<file path="config.mk">
export PLATFORM = sky130hd
export DESIGN_NAME = two_resource_placement_allocator
export DESIGN_NICKNAME = d
export VERILOG_FILES = /design/src/rtl/rpa_pkg.sv /design/src/rtl/rpa_job_ram.sv /design/src/rtl/rpa_mach_tbl.sv /design/src/rtl/two_resource_placement_allocator.sv
export SDC_FILE = /design/constraint.sdc
export NUM_CORES = 2
export LEC_CHECK = 0
export ABC_AREA = 1
export BUFFER_PORTS_ARGS = -buffer_cell sky130_fd_sc_hd__buf_4
export CAP_MARGIN = 30
export CORE_UTILIZATION = 51
export CTS_CLUSTER_DIAMETER = 200
export DETAILED_ROUTE_END_ITERATION = 10
export PLACE_DENSITY = 0.7
export SYNTH_ARGS = -nofsm -noshare
export SYNTH_HDL_FRONTEND = slang
export SYNTH_HIERARCHICAL = 1
export SYNTH_SLANG_ARGS = --single-unit
</file>
<file path="constraint.sdc">
create_clock -name i_clk -period 7.1 [get_ports i_clk]
set_input_delay 1.42 -clock i_clk [delete_from_list [all_inputs] [get_ports i_clk]]
set_output_delay 1.42 -clock i_clk [all_outputs]
set_load 0.02 [all_outputs]
</file>
<file path="src/rtl/rpa_pkg.sv">
// shared types and constants for the two-resource placement allocator
// no dependencies; imported by every rtl file of the block
package rpa_pkg;

    localparam int FUNC_W = 2;
    localparam int CRIT_W = 2;
    localparam int SLOT_W = 6;
    localparam int CPU_W  = 16;
    localparam int MEM_W  = 20;
    localparam int SEL_W  = 3;
    localparam int STAT_W = 3;

    localparam int NUM_MACHINES_DEF = 8;
    localparam int JOB_SLOTS_DEF    = 64;
    localparam int NUM_CRITERIA     = 2;

    localparam logic [CPU_W-1:0] CPU_MAX = '1;
    localparam logic [MEM_W-1:0] MEM_MAX = '1;

    localparam logic [FUNC_W-1:0] FUNC_PLACE = 2'd0;
    localparam logic [FUNC_W-1:0] FUNC_STOP  = 2'd1;
    localparam logic [FUNC_W-1:0] FUNC_LOAD  = 2'd2;

    localparam logic [CRIT_W-1:0] CRIT_CPU = 2'd0;
    localparam logic [CRIT_W-1:0] CRIT_MEM = 2'd1;

    typedef enum logic [STAT_W-1:0] {
        STAT_PLACED  = 3'd0,
        STAT_NOFIT   = 3'd1,
        STAT_BADCRIT = 3'd2,
        STAT_STOPPED = 3'd3,
        STAT_NOTRUN  = 3'd4,
        STAT_LOADED  = 3'd5
    } t_status;

    typedef enum logic [2:0] {
        ST_CLEAR,
        ST_IDLE,
        ST_DECODE,
        ST_SCAN,
        ST_COMMIT,
        ST_STOP_UPD,
        ST_DONE
    } t_state;

    typedef enum logic [2:0] {
        TBL_IDLE,
        TBL_CLR,
        TBL_SCAN,
        TBL_TAKE,
        TBL_GIVE,
        TBL_LOAD
    } t_tbl_op;

    typedef struct packed {
        t_tbl_op          op;
        logic             key_mem;
        logic [CPU_W-1:0] cpu;
        logic [MEM_W-1:0] mem;
    } t_tbl_cmd;

endpackage

</file>
<file path="src/rtl/rpa_job_ram.sv">
// job table memory: running flag, host machine and demands per job slot
// one write port, one registered read port; uses rpa_pkg
module rpa_job_ram
    import rpa_pkg::*;
#(
    parameter int JOB_SLOTS = JOB_SLOTS_DEF,
    parameter int SW        = 6,
    parameter int MW        = 3
) (
    input  logic             i_clk,
    input  logic             i_we,
    input  logic [SW-1:0]    i_wr_addr,
    input  logic             i_wr_run,
    input  logic [MW-1:0]    i_wr_mach,
    input  logic [CPU_W-1:0] i_wr_cpu,
    input  logic [MEM_W-1:0] i_wr_mem,
    input  logic [SW-1:0]    i_rd_addr,
    output logic             o_rd_run,
    output logic [MW-1:0]    o_rd_mach,
    output logic [CPU_W-1:0] o_rd_cpu,
    output logic [MEM_W-1:0] o_rd_mem
);

    localparam int EW = 1 + MW + CPU_W + MEM_W;

    logic [EW-1:0] r_ram [JOB_SLOTS];
    logic [EW-1:0] r_rd_q;

    always_ff @(posedge i_clk) begin
        if (i_we) begin
            r_ram[i_wr_addr] <= {i_wr_run, i_wr_mach, i_wr_cpu, i_wr_mem};
        end
    end

    always_ff @(posedge i_clk) begin
        r_rd_q <= r_ram[i_rd_addr];
    end

    assign {o_rd_run, o_rd_mach, o_rd_cpu, o_rd_mem} = r_rd_q;

endmodule

</file>
<file path="src/rtl/rpa_mach_tbl.sv">
// machine table with the shared fit/compare unit and the free-amount updater
// one entry is read per cycle at i_idx; uses rpa_pkg
module rpa_mach_tbl
    import rpa_pkg::*;
#(
    parameter int NUM_MACHINES = NUM_MACHINES_DEF,
    parameter int MW           = 3
) (
    input  logic          i_clk,
    input  logic          i_rst_n,
    input  t_tbl_cmd      i_cmd,
    input  logic [MW-1:0] i_idx,
    output logic          o_best_valid,
    output logic [MW-1:0] o_best_idx
);

    logic [NUM_MACHINES-1:0] r_loaded;
    logic [CPU_W-1:0]        r_free_cpu [NUM_MACHINES];
    logic [MEM_W-1:0]        r_free_mem [NUM_MACHINES];
    logic                    r_best_valid;
    logic [MW-1:0]           r_best_idx;
    logic [MEM_W-1:0]        r_best_key;

    logic [CPU_W-1:0] rd_cpu;
    logic [MEM_W-1:0] rd_mem;
    logic             fit;
    logic [MEM_W-1:0] key;
    logic             better;
    logic [CPU_W:0]   cpu_sum;
    logic [MEM_W:0]   mem_sum;
    logic [CPU_W-1:0] cpu_give;
    logic [MEM_W-1:0] mem_give;

    always_comb begin
        rd_cpu   = r_free_cpu[i_idx];
        rd_mem   = r_free_mem[i_idx];
        fit      = r_loaded[i_idx] && (rd_cpu >= i_cmd.cpu) && (rd_mem >= i_cmd.mem);
        key      = i_cmd.key_mem ? rd_mem : MEM_W'(rd_cpu);
        // strict compare keeps the lowest index on a tie
        better   = fit && (!r_best_valid || (key > r_best_key));
        cpu_sum  = {1'b0, rd_cpu} + {1'b0, i_cmd.cpu};
        mem_sum  = {1'b0, rd_mem} + {1'b0, i_cmd.mem};
        cpu_give = cpu_sum[CPU_W] ? CPU_MAX : cpu_sum[CPU_W-1:0];
        mem_give = mem_sum[MEM_W] ? MEM_MAX : mem_sum[MEM_W-1:0];
    end

    always_ff @(posedge i_clk) begin
        if (!i_rst_n) begin
            r_loaded     <= '0;
            r_best_valid <= 1'b0;
        end else begin
            case (i_cmd.op)
                TBL_CLR:  r_best_valid <= 1'b0;
                TBL_SCAN: if (better) r_best_valid <= 1'b1;
                TBL_LOAD: r_loaded[i_idx] <= 1'b1;
                default: ;
            endcase
        end
    end

    always_ff @(posedge i_clk) begin
        case (i_cmd.op)
            TBL_SCAN: begin
                if (better) begin
                    r_best_idx <= i_idx;
                    r_best_key <= key;
                end
            end
            TBL_TAKE: begin
                r_free_cpu[i_idx] <= rd_cpu - i_cmd.cpu;
                r_free_mem[i_idx] <= rd_mem - i_cmd.mem;
            end
            TBL_GIVE: begin
                r_free_cpu[i_idx] <= cpu_give;
                r_free_mem[i_idx] <= mem_give;
            end
            TBL_LOAD: begin
                r_free_cpu[i_idx] <= i_cmd.cpu;
                r_free_mem[i_idx] <= i_cmd.mem;
            end
            default: ;
        endcase
    end

    assign o_best_valid = r_best_valid;
    assign o_best_idx   = r_best_idx;

endmodule

</file>
<file path="src/rtl/two_resource_placement_allocator.sv">
// two-resource placement allocator: input word in, one status word out per operation
// sequencer around rpa_mach_tbl and rpa_job_ram; uses rpa_pkg
//
// input channel i_in_valid / o_in_ready carries an operation word: place (func 0),
// stop (func 1) or load machine capacity (func 2); func 3 is dropped with no result.
// output channel o_out_valid / i_out_ready carries status and chosen machine.
// one operation is in flight at a time; o_in_ready is high only when the sequencer
// is idle. the output register lets a new word be taken while a result waits.
// steps before the done state, which makes the result valid and returns to idle:
//   place: decode, scan one machine per cycle through the single comparator, commit
//   stop:  decode with one job table read, one free-amount update
//   load, bad criteria, out-of-range slot: decode only
// after reset the job table is swept to mark every slot idle, one slot per cycle,
// with o_in_ready low throughout; machines reset to unloaded.
// if the receiver stalls, a finished result waits in the sequencer until the output
// register frees up, and no new word is taken meanwhile.
module two_resource_placement_allocator
    import rpa_pkg::*;
#(
    parameter int NUM_MACHINES = NUM_MACHINES_DEF,
    parameter int JOB_SLOTS    = JOB_SLOTS_DEF
) (
    input  logic              i_clk,
    input  logic              i_rst_n,
    input  logic              i_in_valid,
    output logic              o_in_ready,
    input  logic [FUNC_W-1:0] i_func,
    input  logic [CRIT_W-1:0] i_criteria,
    input  logic [SLOT_W-1:0] i_job_slot,
    input  logic [CPU_W-1:0]  i_cpu_demand,
    input  logic [MEM_W-1:0]  i_mem_demand,
    input  logic [SEL_W-1:0]  i_machine_sel,
    output logic              o_out_valid,
    input  logic              i_out_ready,
    output logic [STAT_W-1:0] o_status,
    output logic [SEL_W-1:0]  o_chosen_machine
);

    localparam int MW  = (NUM_MACHINES > 1) ? $clog2(NUM_MACHINES) : 1;
    localparam int SW  = (JOB_SLOTS > 1) ? $clog2(JOB_SLOTS) : 1;
    localparam int XSW = (SW > SLOT_W) ? SW : SLOT_W;
    localparam int XMW = (MW > SEL_W) ? MW : SEL_W;

    t_state r_state, n_state;
    logic [MW-1:0]     r_idx, n_idx;
    logic [SW-1:0]     r_clr, n_clr;
    t_status           r_pst, n_pst;
    logic [MW-1:0]     r_pch, n_pch;
    logic              r_out_valid, n_out_valid;
    logic [STAT_W-1:0] r_o_status, n_o_status;
    logic [SEL_W-1:0]  r_o_chosen, n_o_chosen;

    logic [FUNC_W-1:0] r_func;
    logic [CRIT_W-1:0] r_crit;
    logic [SLOT_W-1:0] r_slot;
    logic [CPU_W-1:0]  r_cpu;
    logic [MEM_W-1:0]  r_mem;
    logic [SEL_W-1:0]  r_sel;

    logic             in_accept;
    logic             slot_ok;
    logic             sel_ok;
    logic [XSW-1:0]   slot_x;
    logic [SW-1:0]    slot_idx;
    logic [XMW-1:0]   sel_x;
    logic [XMW-1:0]   ch_x;
    t_tbl_cmd         tbl_cmd;
    logic [MW-1:0]    tbl_idx;
    logic             best_valid;
    logic [MW-1:0]    best_idx;
    logic             ram_we;
    logic [SW-1:0]    ram_wr_addr;
    logic             ram_wr_run;
    logic [MW-1:0]    ram_wr_mach;
    logic             rd_run;
    logic [MW-1:0]    rd_mach;
    logic [CPU_W-1:0] rd_cpu;
    logic [MEM_W-1:0] rd_mem;

    rpa_mach_tbl #(
        .NUM_MACHINES (NUM_MACHINES),
        .MW           (MW)
    ) u_mach_tbl (
        .i_clk        (i_clk),
        .i_rst_n      (i_rst_n),
        .i_cmd        (tbl_cmd),
        .i_idx        (tbl_idx),
        .o_best_valid (best_valid),
        .o_best_idx   (best_idx)
    );

    rpa_job_ram #(
        .JOB_SLOTS (JOB_SLOTS),
        .SW        (SW),
        .MW        (MW)
    ) u_job_ram (
        .i_clk     (i_clk),
        .i_we      (ram_we),
        .i_wr_addr (ram_wr_addr),
        .i_wr_run  (ram_wr_run),
        .i_wr_mach (ram_wr_mach),
        .i_wr_cpu  (r_cpu),
        .i_wr_mem  (r_mem),
        .i_rd_addr (slot_idx),
        .o_rd_run  (rd_run),
        .o_rd_mach (rd_mach),
        .o_rd_cpu  (rd_cpu),
        .o_rd_mem  (rd_mem)
    );

    assign o_in_ready = (r_state == ST_IDLE);
    assign in_accept  = i_in_valid && o_in_ready;

    always_comb begin
        slot_x   = XSW'(r_slot);
        slot_idx = slot_x[SW-1:0];
        sel_x    = XMW'(r_sel);
        ch_x     = XMW'(r_pch);
        slot_ok  = int'(r_slot) < JOB_SLOTS;
        sel_ok   = int'(r_sel) < NUM_MACHINES;
    end

    always_ff @(posedge i_clk) begin
        if (!i_rst_n) begin
            r_state     <= ST_CLEAR;
            r_idx       <= '0;
            r_clr       <= '0;
            r_out_valid <= 1'b0;
        end else begin
            r_state     <= n_state;
            r_idx       <= n_idx;
            r_clr       <= n_clr;
            r_out_valid <= n_out_valid;
        end
    end

    always_ff @(posedge i_clk) begin
        r_pst      <= n_pst;
        r_pch      <= n_pch;
        r_o_status <= n_o_status;
        r_o_chosen <= n_o_chosen;
        if (in_accept) begin
            r_func <= i_func;
            r_crit <= i_criteria;
            r_slot <= i_job_slot;
            r_cpu  <= i_cpu_demand;
            r_mem  <= i_mem_demand;
            r_sel  <= i_machine_sel;
        end
    end

    always_comb begin
        n_state      = r_state;
        n_idx        = r_idx;
        n_clr        = r_clr;
        n_pst        = r_pst;
        n_pch        = r_pch;
        n_out_valid  = r_out_valid && !i_out_ready;
        n_o_status   = r_o_status;
        n_o_chosen   = r_o_chosen;
        tbl_cmd.op      = TBL_IDLE;
        tbl_cmd.key_mem = (r_crit == CRIT_MEM);
        tbl_cmd.cpu     = r_cpu;
        tbl_cmd.mem     = r_mem;
        tbl_idx      = r_idx;
        ram_we       = 1'b0;
        ram_wr_addr  = slot_idx;
        ram_wr_run   = 1'b0;
        ram_wr_mach  = rd_mach;

        unique case (r_state)
            ST_CLEAR: begin
                ram_we      = 1'b1;
                ram_wr_addr = r_clr;
                n_clr       = r_clr + 1'b1;
                if (r_clr == SW'(JOB_SLOTS - 1)) begin
                    n_state = ST_IDLE;
                end
            end
            ST_IDLE: begin
                if (i_in_valid) begin
                    n_state = ST_DECODE;
                end
            end
            ST_DECODE: begin
                n_pch   = '0;
                n_state = ST_DONE;
                case (r_func)
                    FUNC_PLACE: begin
                        if (r_crit >= NUM_CRITERIA) begin
                            n_pst = STAT_BADCRIT;
                        end else if (!slot_ok) begin
                            n_pst = STAT_NOFIT;
                        end else begin
                            tbl_cmd.op = TBL_CLR;
                            n_idx      = '0;
                            n_state    = ST_SCAN;
                        end
                    end
                    FUNC_STOP: begin
                        // job table read of r_slot lands in the next cycle
                        if (!slot_ok) begin
                            n_pst = STAT_NOTRUN;
                        end else begin
                            n_state = ST_STOP_UPD;
                        end
                    end
                    FUNC_LOAD: begin
                        if (sel_ok) begin
                            tbl_cmd.op = TBL_LOAD;
                            tbl_idx    = sel_x[MW-1:0];
                        end
                        n_pst = STAT_LOADED;
                    end
                    default: begin
                        n_state = ST_IDLE;
                    end
                endcase
            end
            ST_SCAN: begin
                tbl_cmd.op = TBL_SCAN;
                if (r_idx == MW'(NUM_MACHINES - 1)) begin
                    n_state = ST_COMMIT;
                end else begin
                    n_idx = r_idx + 1'b1;
                end
            end
            ST_COMMIT: begin
                n_state = ST_DONE;
                if (best_valid) begin
                    tbl_cmd.op  = TBL_TAKE;
                    tbl_idx     = best_idx;
                    ram_we      = 1'b1;
                    ram_wr_run  = 1'b1;
                    ram_wr_mach = best_idx;
                    n_pst       = STAT_PLACED;
                    n_pch       = best_idx;
                end else begin
                    n_pst = STAT_NOFIT;
                end
            end
            ST_STOP_UPD: begin
                n_state = ST_DONE;
                if (rd_run) begin
                    tbl_cmd.op = TBL_GIVE;
                    tbl_cmd.cpu = rd_cpu;
                    tbl_cmd.mem = rd_mem;
                    tbl_idx    = rd_mach;
                    ram_we     = 1'b1;
                    n_pst      = STAT_STOPPED;
                end else begin
                    n_pst = STAT_NOTRUN;
                end
            end
            ST_DONE: begin
                if (!r_out_valid || i_out_ready) begin
                    n_out_valid = 1'b1;
                    n_o_status  = r_pst;
                    n_o_chosen  = ch_x[SEL_W-1:0];
                    n_state     = ST_IDLE;
                end
            end
            default: begin
                n_state = ST_IDLE;
            end
        endcase
    end

    assign o_out_valid      = r_out_valid;
    assign o_status         = r_o_status;
    assign o_chosen_machine = r_o_chosen;

    a_accept_decodes: assert property (@(posedge i_clk) disable iff (!i_rst_n)
        in_accept |=> r_state == ST_DECODE)
        else $error("accepted word did not enter decode");

    a_stall_holds: assert property (@(posedge i_clk) disable iff (!i_rst_n)
        (r_state == ST_DONE && r_out_valid && !i_out_ready)
        |=> (r_state == ST_DONE && r_out_valid))
        else $error("pending result lost while output stalled");

    a_best_in_range: assert property (@(posedge i_clk) disable iff (!i_rst_n)
        (r_state == ST_COMMIT && best_valid) |-> int'(best_idx) < NUM_MACHINES)
        else $error("chosen machine beyond table");

    a_stop_host_in_range: assert property (@(posedge i_clk) disable iff (!i_rst_n)
        (r_state == ST_STOP_UPD && rd_run) |-> int'(rd_mach) < NUM_MACHINES)
        else $error("running job names a machine beyond table");

    a_reset_clears: assert property (@(posedge i_clk)
        !$past(i_rst_n) |-> (r_state == ST_CLEAR && !o_out_valid && !o_in_ready))
        else $error("reset did not start the job table sweep");

endmodule
</file>
==> impl_summary.log <==
[metrics] total number of vias: approximately 85,000
[metrics] growth of design area from synthesis to finish: 11.2%
[metrics] average wire per cell in the routed design: 25.8 um
[metrics] share of final-layout standard cells stronger than drive strength 1: 0.0780
[metrics] antenna violations before repair: 17
[metrics] floorplan die width: a little under 500 um
[metrics] number of buffers between clock root and the deepest sink: 4
[metrics] critical-path cell list: inv_1, ha_1, inv_1, a31oi_1, nand3_1, inv_2, nand3_2, inv_2, a22oi_1, and3_1, nand2_1, inv_1, ha_1, fa_1, inv_1, nand3_1, nand3_1, nand2_1, nand3_1, nand3_1, a21oi_1, nand3_1, inv_1, buf_4
[metrics] RSZ-0062 raised after global routing: false
[metrics] portion of synthesized cell area occupied by the leading cell type: 0.710
[metrics] final core occ: 0.572
[metrics] synth unique cells: 51
[metrics] total grt overflow: 0
[metrics] number of non-filler instances in the completed layout: 14,100
[metrics] flop and latch count out of synthesis: 2,994
[metrics] Crit path required time: between 7 and 8 ns
[metrics] number of DRC markers in iteration 0: between 10,000 and 15,000
[metrics] cell types with the largest area share after synthesis: edfxtp_1, nand2_1, nand3_1
[metrics] count of pins on the block boundary: 61
[metrics] Min Hold Slack: 0.422 ns
[metrics] Final setup violation count: 0
[metrics] post-layout min period: 6.43 ns
[metrics] outcome: finished, final reports clean
[metrics] total wire length after detailed routing: 363,000 um
[metrics] cell type with the highest aggregate area in the netlist: edfxtp_1
[metrics] master of the slowest instance on the critical path: inv_2
[metrics] Worst-Skew Late Latency: 0.99 ns
[metrics] setup slack of the most critical reg-to-reg path: 0.67 ns
[metrics] critical path fanouts, max: 36
[metrics] # hold bufs at CTS: 0
[metrics] cell area after synthesis: around 0.12 mm2
[metrics] endpoint of the worst-slack reg-to-reg timing path: u_mach_tbl/r_best_key[18]
[metrics] overall die area: 0.245 mm2
[metrics] Slew headroom: 0.214
[metrics] fin nets: approximately 11,000
[metrics] Static Leak: 49.8 nW
[metrics] number of failing hold endpoints at the final stage: 0
[metrics] core footprint: 0.241 mm2
[metrics] Hold Crit Start: ch_x[2]
[metrics] Vias per Instance: ~6
[metrics] number of nets in the synthesized netlist: 10,800
[metrics] Peak Freq: 156 MHz
[metrics] placer's final routability congestion estimate: between 0.9 and 1
[metrics] number of H-tree branching levels: 5
[metrics] Top FF cell, synth: edfxtp_1
[metrics] IO buf count: 60
[metrics] post-route fraction of the period consumed by the critical path: 0.906
[metrics] CTS tree: yes
[metrics] maximum resistive drop on vdd: 0.277 mV
[metrics] site row count: 180
[metrics] hold endpoint: o_chosen_machine[2]
[metrics] number of nets still failing antenna checks after routing: 0
[metrics] root buf cell: clkbuf_16
[metrics] setup skew after layout: approximately 0.089 ns
[metrics] placed instance area: roughly 0.13 mm2
[metrics] via count of the first global-routing pass: between 80,000 and 90,000
[metrics] post-CTS resize count: 0
[metrics] number of flops mapped to enable cells by yosys: around 2,900
[metrics] async set-or-reset flop fraction in the synthesized netlist: 0
[metrics] post-CTS setup-driven buffer insertion count: 0
[metrics] 1st-pass router iterations: 8
[metrics] wire length of the first global-routing pass: 529,000 um
[metrics] total area of sequential cells: 0.0893 mm2
[metrics] number of design rule violations left after detail routing: 0
[metrics] Placed Cells incl. Taps: about 14,000
[metrics] Vert. Die Dim: 495 um
[metrics] Worst-Margin Slew: ~1.2 ns
[metrics] startpoint of the most critical register-to-register path: r_func[0]
[metrics] maximum number of pins on one net before global-route repair: 199
[metrics] Critical Path Sink Type: flop
[metrics] CP arrival: around 7 ns
[metrics] Max Cap Violations: 0
[metrics] all-layer global routing usage: 0.293
[metrics] Worst setup SP type: flop
[metrics] power per standard cell area: 281 mW/mm2
[metrics] CP most frequent cell: nand3_1
[metrics] max-slew violation count: 0
[metrics] total area of multi-input combinational cells: 0.0312 mm2
[metrics] count of filler cells inserted in the layout: 19,100
[metrics] TritonCTS Buffers: 319
[metrics] final cell area excluding filler cells: around 0.14 mm2
[metrics] half-perimeter wire length of the detailed placement result: 199,000 um
[metrics] CP peak stage delay: 0.77 ns
[metrics] sequential fraction of the synthesis area: 0.720
[metrics] Starting Density: 0.514
[metrics] number of warnings printed during yosys synthesis: 6
[metrics] worst hold path stage count: 0
[metrics] number of sinks on the clock net: between 2,000 and 3,000
[metrics] Synth Area per Inst: about 12 um2
[metrics] clock input transition at the sequential cells of the worst setup and hold paths: 0.06 ns
[metrics] worst hold-check path type: reg -> reg
[metrics] worst setup path category: reg -> reg
[metrics] number of cells produced by synthesis: 10,700
[metrics] Worst Reg-to-Reg Cells: 24
-- worst max-delay path: cells and delay by family, from the launching register on --
kind | cells | cell delay [ns]
AOI/OAI and AO/OA | 3 | 0.93
and+or+nand+nor | 10 | 1.64
DFF | 1 | 0.43
buffers and inverters | 8 | 2.14
adders and majority gates | 3 | 0.90
-- kinds of logic after synthesis --
logic type,after synthesis,synth area share
AO/OA/AOI/OAI,283,0.0144
AND/OR/NAND/NOR,6357,0.221
buffers and inverters,917,0.0333
adder cells (fa/ha/maj),108,0.0111
flip-flops,2994,0.720
XOR/XNOR,9,0.000636
-- layer usage --
| metal | GRT usage | up-vias | share of wire |
|---|---|---|---|
| met5 | 0 | - | 0.000091 |
| met4 | 0.115 | 4 | 0.039 |
| met3 | 0.0531 | 718 | 0.11 |
| met2 | 0.459 | 5048 | 0.46 |
| met1 | 0.406 | 41800 | 0.39 |
| li1 | - | 37600 | - |
-- flip-flops by register name, summed over array words and instances (netlist names), 8 cells and up --
register / cells
u_job_ram/r_ram: 2560
r_mem: 20
u_mach_tbl/r_loaded: 8
u_mach_tbl/r_free_cpu: 128
r_cpu: 16
u_job_ram/r_rd_q: 40
u_mach_tbl/r_best_key: 20
u_mach_tbl/r_free_mem: 160
-- through the flow --
stage / setup TNS [ns] / power (mW) / setup slack (ns)
after floorplan: -161.38 / 22.1 / -0.504
after global placement: 0 / 23.3 / 0.867
after detailed placement: 0 / 23.4 / 0.718
after CTS: 0 / 38.9 / 0.711
after global routing: 0 / 39.8 / 0.229
final: 0 / 38.8 / 0.669
-- synthesized netlist by cell type, drive strengths merged (4+ instances only) --
cell / number
a22o: 25
or2: 5
edfxtp: 2932
ha: 104
nand2: 3524
nor4: 15
a21o: 4
nand3: 2499
a31oi: 7
nor3: 25
dfxtp: 62
and2: 7
a22oi: 47
fa: 4
o21bai: 11
nand4: 50
clkbuf: 126
a221oi: 17
o21ai: 68
and3: 10
nor2: 220
a21oi: 95
o211ai: 4
inv: 292
buf: 497
xor2: 7
-- worst max-delay path by stage --
stage	startpoint	endpoint	cells after the start
5_1_grt	r_func[0]	u_mach_tbl/r_best_key[5]	24
2_1_floorplan	r_state[1]	u_job_ram/r_ram[48][0]	8
3_5_place_dp	r_func[0]	u_mach_tbl/r_best_key[14]	24
3_3_place_gp	r_func[0]	u_mach_tbl/r_best_key[11]	24
6_report	r_func[0]	u_mach_tbl/r_best_key[18]	24
4_1_cts	r_func[0]	u_mach_tbl/r_best_key[5]	24
-- cell usage in the layout (no fill, tap or decap), types with 6 or more instances in the layout --
cell type	synthesis	layout
a22o_1	25	25
buf_4	21	262
o21ai_0	63	63
nand2_1	3518	3518
clkinv_2	0	43
inv_6	0	6
buf_12	0	27
inv_2	20	16
nor4_2	0	11
ha_1	104	104
nand3_2	7	7
inv_1	271	270
nor2_1	214	148
nor3_1	19	19
a22oi_1	45	45
dfxtp_1	62	62
bufinv_16	0	20
clkbuf_16	0	323
clkbuf_1	126	67
and2_1	7	7
a21oi_1	93	93
nand4_1	49	49
nor2_4	1	65
clkbuf_8	0	9
xor2_1	7	7
nand3_1	2492	2492
a31oi_1	7	7
nor2_2	5	7
a221oi_1	16	16
and3_1	10	10
edfxtp_1	2932	2932
o21bai_1	11	11
clkinv_1	2	68
-- where the power goes --
part / leakage [nW] / total, mW / switching (mW) / internal [mW]
Combinational: 18.3 / 2.99 / 2.34 / 0.651
Clock: 4.75 / 15.7 / 6.60 / 9.12
Sequential: 26.8 / 20.1 / 0.119 / 20.0
-- area by class of cell --
| class | count | share of cell area |
|---|---|---|
| Tap cell | 3185 | 0.0289 |
| Timing Repair Buffer | 298 | 0.0193 |
| Sequential cell | 2994 | 0.647 |
| Antenna cell | 5 | 0.0000907 |
| Multi-Input combinational cell | 6757 | 0.226 |
| Clock inverter | 146 | 0.00898 |
| Clock buffer | 399 | 0.0613 |
| Inverter | 294 | 0.00825 |
Note: power is estimated with default switching activity, not from simulation.
